[src/hdl/sdnc_pkg.sv]
`timescale 1ns / 1ps
package sdnc_pkg;

   // lane width covers the widest scaled normal plus cordic growth
   localparam int LANE_W     = 42;
   localparam int ZW         = 26;
   localparam int SQ_W       = 63;
   localparam int SQRT_CELLS = 31;
   localparam int SUB_BITS   = 9;

   localparam logic [15:0] ANG_FULL    = 16'd46080;
   localparam logic [15:0] ANG_QUARTER = 16'd11520;
   localparam logic [15:0] ANG_HALF    = 16'd23040;
   localparam logic [15:0] ANG_3QUART  = 16'd34560;

   localparam logic signed [LANE_W-1:0] GAIN_X4     = 42'sd2608131496;
   localparam logic signed [ZW-1:0]     Z_HALF_TURN = 26'sd11796480;

   // atan(2^-i) in 2^-16 degree
   localparam logic signed [ZW-1:0] ATAN_TAB [32] = '{
      26'sd2949120, 26'sd1740967, 26'sd919879, 26'sd466945,
      26'sd234379,  26'sd117304,  26'sd58666,  26'sd29335,
      26'sd14668,   26'sd7334,    26'sd3667,   26'sd1833,
      26'sd917,     26'sd458,     26'sd229,    26'sd115,
      26'sd57,      26'sd29,      26'sd14,     26'sd7,
      26'sd4,       26'sd2,       26'sd1,      26'sd0,
      26'sd0,       26'sd0,       26'sd0,      26'sd0,
      26'sd0,       26'sd0,       26'sd0,      26'sd0
   };

   typedef struct packed {
      logic              func;
      logic signed [15:0] normal_x_in;
      logic signed [15:0] normal_y_in;
      logic signed [15:0] normal_z_in;
      logic [15:0]       strike_in;
      logic [14:0]       dip_in;
   } req_type;

   typedef struct packed {
      logic signed [15:0] dip_vec_x;
      logic signed [15:0] dip_vec_y;
      logic signed [15:0] dip_vec_z;
      logic signed [15:0] strike_vec_x;
      logic signed [15:0] strike_vec_y;
      logic signed [15:0] strike_vec_z;
      logic signed [15:0] normal_x_out;
      logic signed [15:0] normal_y_out;
      logic signed [15:0] normal_z_out;
      logic [15:0]       strike_out;
      logic [14:0]       dip_out;
   } rsp_type;

   // per-item control that rides along the cell chain
   typedef struct packed {
      logic        func;
      logic [1:0]  quad_s;
      logic [1:0]  quad_d;
      logic        rzero_s;
      logic        rzero_d;
      logic        flat_zero;
      logic [15:0] strike;
      logic [14:0] dip;
      logic [15:0] nx;
      logic [15:0] ny;
      logic [15:0] nz;
   } side_type;

   typedef struct packed {
      logic signed [LANE_W-1:0] x;
      logic signed [LANE_W-1:0] y;
      logic signed [ZW-1:0]     z;
   } lane_type;

   // round to nearest, ties away from zero
   function automatic logic signed [63:0] rnd_shift(input logic signed [63:0] v, input int s);
      logic signed [63:0] h;
      logic signed [63:0] a;
      logic signed [63:0] r;
      if (s == 0) begin
         r = v;
      end else begin
         h = 64'sd1 <<< (s - 1);
         if (v >= 0) begin
            r = (v + h) >>> s;
         end else begin
            a = -v;
            r = -((a + h) >>> s);
         end
      end
      return r;
   endfunction

   function automatic logic signed [15:0] sat16(input logic signed [63:0] v);
      logic signed [15:0] r;
      if (v < -64'sd32768) begin
         r = 16'sh8000;
      end else if (v > 64'sd32767) begin
         r = 16'sh7fff;
      end else begin
         r = v[15:0];
      end
      return r;
   endfunction

endpackage

[src/hdl/sdnc_sqrt_cell.sv]
`timescale 1ns / 1ps
module sdnc_sqrt_cell #(
   parameter int STAGE = 0
) (
   input  logic                         clock,
   input  logic                         reset,
   input  logic                         en,
   input  logic                         in_valid,
   input  sdnc_pkg::side_type           in_side,
   input  sdnc_pkg::lane_type           in_a,
   input  sdnc_pkg::lane_type           in_b,
   input  logic [sdnc_pkg::SQ_W-1:0]    in_rem,
   input  logic [sdnc_pkg::SQ_W-1:0]    in_root,
   output logic                         out_valid,
   output sdnc_pkg::side_type           out_side,
   output sdnc_pkg::lane_type           out_a,
   output sdnc_pkg::lane_type           out_b,
   output logic [sdnc_pkg::SQ_W-1:0]    out_rem,
   output logic [sdnc_pkg::SQ_W-1:0]    out_root
);
   import sdnc_pkg::*;

   // one result bit per cell, weight 4^(30-STAGE)
   localparam logic [SQ_W-1:0] BIT = {{(SQ_W-1){1'b0}}, 1'b1} << (60 - 2 * STAGE);

   logic            valid_ff;
   side_type        side_ff;
   lane_type        a_ff, b_ff;
   logic [SQ_W-1:0] rem_ff, rem_in;
   logic [SQ_W-1:0] root_ff, root_in;
   logic [SQ_W-1:0] trial;

   always_comb begin
      trial = in_root + BIT;
      if (in_rem >= trial) begin
         rem_in  = in_rem - trial;
         root_in = (in_root >> 1) + BIT;
      end else begin
         rem_in  = in_rem;
         root_in = in_root >> 1;
      end
   end

   always_ff @(posedge clock) begin
      if (reset) begin
         valid_ff <= 1'b0;
      end else if (en) begin
         valid_ff <= in_valid;
      end
   end

   always_ff @(posedge clock) begin
      if (en) begin
         side_ff <= in_side;
         a_ff    <= in_a;
         b_ff    <= in_b;
         rem_ff  <= rem_in;
         root_ff <= root_in;
      end
   end

   assign out_valid = valid_ff;
   assign out_side  = side_ff;
   assign out_a     = a_ff;
   assign out_b     = b_ff;
   assign out_rem   = rem_ff;
   assign out_root  = root_ff;

endmodule

[config.mk]
export PLATFORM = sky130hd
export DESIGN_NAME = sdnc_sqrt_cell
export DESIGN_NICKNAME = d
export VERILOG_FILES = /design/src/hdl/sdnc_pkg.sv /design/src/hdl/sdnc_sqrt_cell.sv
export SDC_FILE = /design/constraint.sdc
export NUM_CORES = 1
export LEC_CHECK = 0
export BUFFER_PORTS_ARGS = -buffer_cell sky130_fd_sc_hd__buf_2
export CORE_AREA = 2 2 337 339
export DETAILED_ROUTE_END_ITERATION = 10
export DIE_AREA = 0 0 339 341
export PLACE_DENSITY = 0.34
export SETUP_SLACK_MARGIN = 0.02
export SLEW_MARGIN = 20
export SYNTH_ARGS = -nofsm -noshare
export SYNTH_HDL_FRONTEND = slang
export SYNTH_SLANG_ARGS = --single-unit
[constraint.sdc]
create_clock -name clock -period 12.95 [get_ports clock]
set_clock_uncertainty 0.15 [all_clocks]
set_input_delay 3.885 -clock clock [delete_from_list [all_inputs] [get_ports clock]]
set_output_delay 3.885 -clock clock [all_outputs]
set_load 0.03 [all_outputs]
# After elaboration in Yosys (flattened, before gate mapping)
# Index checks and enable logic that the tools add are counted.
word_totals:
  register_bits: 434
  inputBits: 437
  word_cells: 27
classes:
  addsub: 3
  order_cmp: 1
  muxes: 2
op_table:
  columns: ["op", "count"]
  rows:
  - ["62-bit by 61-bit adder with 63-bit output (second input constant)", 1]
  - ["63-bit by 61-bit adder with 63-bit output (second input constant)", 1]
  - ["63-bit >= comparator", 1]
  - ["63-bit 2-to-1 mux", 1]
  - ["63-bit subtractor", 1]
  - ["62-bit 2-to-1 mux", 1]

# Logic depth before layout (Yosys ltp)
depth:
  depth_word: 3
  ltp_mapped: 13
  mapped_depth_nobuf: 13

# Worst setup path after synthesis
# Ideal clock, no wire load.
synth_timing:
  path_kind: "input port to flip-flop"
  from: "input port in_rem[0] in the netlist's numbering"
  to: "register rem_ff[58], in the netlist out_rem[58], data pin"
  t_arrival_ns: 6.653
  required_time_ns: 12.541
  path_slack_ns: 5.888
  path_stages: 13
  n_path_buf: 0
  cell_sequence: "inv_1 ha_1 inv_1 fa_1 a21o_1 a221oi_2 o31a_1 o211ai_1 a21o_1 a21o_1 a31oi_1 mux2_2 o31a_1"
synth_via:
  elab_chain_cells: 2
  elab_cells_between_ends: 3
synth_lines:
  columns: ["item", "line_no", "rtl"]
  rows:
  - ["start: declaration", "sdnc_sqrt_cell.sv:12", "input logic [sdnc_pkg::SQ_W-1:0] in_rem,"]
  - ["63-bit subtractor / 63-bit >= comparator (equally long branches)", "sdnc_sqrt_cell.sv:36, sdnc_sqrt_cell.sv:35", null]
  - ["63-bit 2-to-1 mux *", "sdnc_sqrt_cell.sv:35", "if (in_rem >= trial) begin"]
  - ["via rem_in[58]", "sdnc_sqrt_cell.sv:29", "logic [SQ_W-1:0] rem_ff, rem_in;"]
  - ["end signal: assignment", "sdnc_sqrt_cell.sv:57", "rem_ff <= rem_in;"]
  - ["end: declaration", "sdnc_sqrt_cell.sv:29", null]
# Mark *: on every way through the listed nets, which the timed path passes. The rest lies on a longest branch.
# A chain may end at the register's enable or synchronous reset.

# Worst setup path in the final report
layout_timing:
  from: "input port in_root[60] in the netlist's numbering"
  to: "register root_ff[61], in the netlist out_root[61], data pin"
layout_via:
  elab_chain_cells: 3
  elab_cells_between_ends: 4
layout_lines:
  columns: ["item", "line_no", "rtl"]
  rows:
  - ["start: declaration", "sdnc_sqrt_cell.sv:13", "input logic [sdnc_pkg::SQ_W-1:0] in_root,"]
  - ["63-bit by 61-bit adder with 63-bit output", "sdnc_sqrt_cell.sv:34", "trial = in_root + BIT;"]
  - ["63-bit >= comparator", "sdnc_sqrt_cell.sv:35", null]
  - ["62-bit 2-to-1 mux *", "sdnc_sqrt_cell.sv:35", null]
  - ["via root_in[61]", "sdnc_sqrt_cell.sv:30", "logic [SQ_W-1:0] root_ff, root_in;"]
  - ["end signal: assignment", "sdnc_sqrt_cell.sv:58", "root_ff <= root_in;"]
  - ["end: declaration", "sdnc_sqrt_cell.sv:30", null]
# Marked as above.

==> impl_metrics.ini <==
[cts]
clk_path_buf_depth = 3
clock_sinks = 434
htreeDepth = 2
clk_latency_ns = 0.63
postCtsHoldBufs = 0
cts-root-buf = clkbuf_16
cts_tree = yes
cts_resized = 0
cts_buffers = 56
cts_setup_buffers = 0
path_clk_slew_ns = 0.06

[hold_path]
hold_class = reg -> reg

[sta]
clock.fmax_mhz = 130
tightestPinTransition_ns = 1.04
rsz0062_at_grt = false
tns_ns = 0
finalWorstPathRequiredPeriod_ns = 7.72
period_share_pct = 59.6
relSlewSlack_pct = 30.6
setup_violations = 0
report.final.slew_viol_count = 0
hold_viol_final = 0

[worst_setup_path]
critPathArrivalTime_ns = 7.96
worstPathRequired_ns = 13.19
critPathMaxFanout = 35
crit_buf_inv = 2
start_kind = input pin
crit_slowest_cell = buf_4
crit_path_frequent_cell = ha_1
crit_family = simple AND/OR/NAND/NOR gates
path_class = in -> reg
end_kind = flop
cp_cell_sequence = buf_2 -> ha_1 -> xnor2_1 -> ha_1 -> nand4_1 -> or4b_1 -> nor4_1 -> a41oi_1 -> nand2_4 -> buf_4 -> mux2_2
slowest_delay_ns = 0.67

[flow_run]
maxCapViolCount = 0

[pwr]
clkPwrFrac_pct = 37.2
p_int_uw = 2890
p_per_area_mw_per_mm2 = 160
p_leak_uw = 0.0112
p_comb_share_pct = 21.2
power_switching_uw = 1300
seq_power_share_pct = 41.6
vdd_ir_drop_max_mv = 0.0957
p_sw_share_pct = 31.0

[floorplanning]
start_util_pct = 16.4
ios = 871
dieArea_mm2 = 0.116
die_y_um = 341
core_mm2 = 0.112
rows = 123
die_w_um = 339

[place]
gp_congestion = 0.935
place_inst = 3521
portBuffers = 870
hpwl_um = 83100

[cells_and_area]
final_common_cell = buf_2
drive_above_1_share_pct = 47.9
final_cell_mix = buf_2 (869), edfxtp_1 (433), inv_1 (84)
fillers = 12029
final_cell_count_no_fill = 3643
nets = 2583
area_growth_pct = 43.4

[synthesis]
synth_cells = 1188
ys_seq_area_share_pct = 71.1
synth_cell_types = 61
synth_edf_count = 433
ys.flop_type = edfxtp_1
synth_seq_cells = 434
syn-num-nets = 1692
syn_area_mm2 = 0.0183
avgSynthCellArea_um2 = 15.4
synth-async-reset-ratio_pct = 0
ys_warn_count = 0

[status]
status = finished, final reports clean

[grt]
grt_pass1_vias = 14647
grtUsageTotal_pct = 16.4
grt_overflow = 0
grt_start_max_net_pins = 151
grt_antenna_before_repair = 88
grt_first_pass_wirelength_um = 129000

[drt]
drc_errors = 0
drtIter0Drc = 857
wire_per_inst_um = 27.2
vias = 14117
ant_nets = 0
totalWireLength_um = 99200
viasPerCell = 3.88
firstDrtPassIters = 7
==> layer usage <==
layer | global-route usage [%] | wire length (um) | share of wire [%] | up-vias
li1 | - | - | - | 6311
met1 | 18.0 | 36100 | 36 | 6885
met2 | 27.2 | 46800 | 47 | 706
met3 | 8.00 | 11600 | 12 | 181
met4 | 6.64 | 4320 | 4.4 | 34
met5 | 1.10 | 228 | 0.23 | -
==> worst min-delay path, delay by kind of cell (launching register included) <==
kind | cells | cell delay, ns
DFF | 1 | 0.32
muxes | 1 | 0.07
and+or+nand+nor | 1 | 0.08
==> Yosys cell counts, drive strengths merged, types with 3 or more instances <==
library cell  number  area, um2
nand2             62        240
o211ai             5       37.5
and3              10       62.6
ha                66        826
o31ai              5       37.5
nor4               4       25.0
o211a              4       40.0
o21a               3       22.5
o21ai             49        257
xnor2             36        315
mux2i              6       60.1
nor2b              5       31.3
a21oi             76        380
a21boi             3       22.5
nand3             18       90.1
nor2              52        195
buf                9       81.3
nand4             20        125
o31a               3       26.3
nand2b             5       31.3
inv               84        315
mux2              59        875
nor3              13       65.1
and2               6       37.5
edfxtp           433      13000
a31oi             10       62.6
o21bai            14        105
a211oi            11       82.6
a21o              36        270
xor2              20        175
clkbuf            33        124
==> area by class of cell <==
type | instances | area, um2 | area share [%]
repair buffers | 875 | 4410 | 16.8
flip-flops and latches | 434 | 13000 | 49.6
inverters | 84 | 315 | 1.20
clock inverters | 27 | 298 | 1.13
diodes | 20 | 50.0 | 0.191
well taps | 1500 | 1880 | 7.15
clock buffers | 75 | 1500 | 5.73
multi-input cells | 628 | 4760 | 18.1
==> power by group through the flow <==
| stage | combinational (uW) | clock (uW) | sequential, uW |
|---|---|---|---|
| after detailed placement | 904 | 0 | 1770 |
| after global routing | 942 | 1670 | 1750 |
| after floorplan | 262 | 0 | 2020 |
| after CTS | 907 | 1620 | 1750 |
| after global placement | 905 | 0 | 1770 |
| final | 887 | 1560 | 1740 |
==> state kept, by name, summed over array words and instances (netlist names) <==
signal	count
out_rem	63
out_valid	1
out_a	110
out_root	63
out_side	87
out_b	110
==> worst paths after layout <==
check                          from                endpoint  slack (ns)  depth (start not counted)
max reg2reg  out_valid$_SDFFE_PP0P_  out_valid$_SDFFE_PP0P_       12.20                          2
max                     in_root[60]  out_root[61]$_DFFE_PP_        5.23                         11
min          out_valid$_SDFFE_PP0P_  out_valid$_SDFFE_PP0P_        0.36                          2
min reg2reg  out_valid$_SDFFE_PP0P_  out_valid$_SDFFE_PP0P_        0.36                          2
==> per-stage QoR <==
stage / util, % / setup slack (ns) / instance area, um2 / hold WS (ns) / power [uW]
floorplan: - / 5.89 / 18300 / 0.480 / 2280
global placement: 21.8 / 4.51 / 24400 / 0.328 / 2680
detailed placement: 21.8 / 4.41 / 24400 / 0.351 / 2670
CTS: 23.4 / 5.14 / 26200 / 0.363 / 4280
global route: 23.4 / 4.95 / 26200 / 0.381 / 4360
finish: 23.5 / 5.23 / 26200 / 0.362 / 4190
==> cell families after synthesis <==
kind of cell	count (synthesis)	synth area share, %
flops	434	71.1
compound gates	236	8.26
simple gates	204	5.35
buf+inv	126	2.84
fa+ha+maj	67	4.62
mux	65	5.11
xor+xnor	56	2.68
No activity file was read; power rests on OpenSTA's default activity.
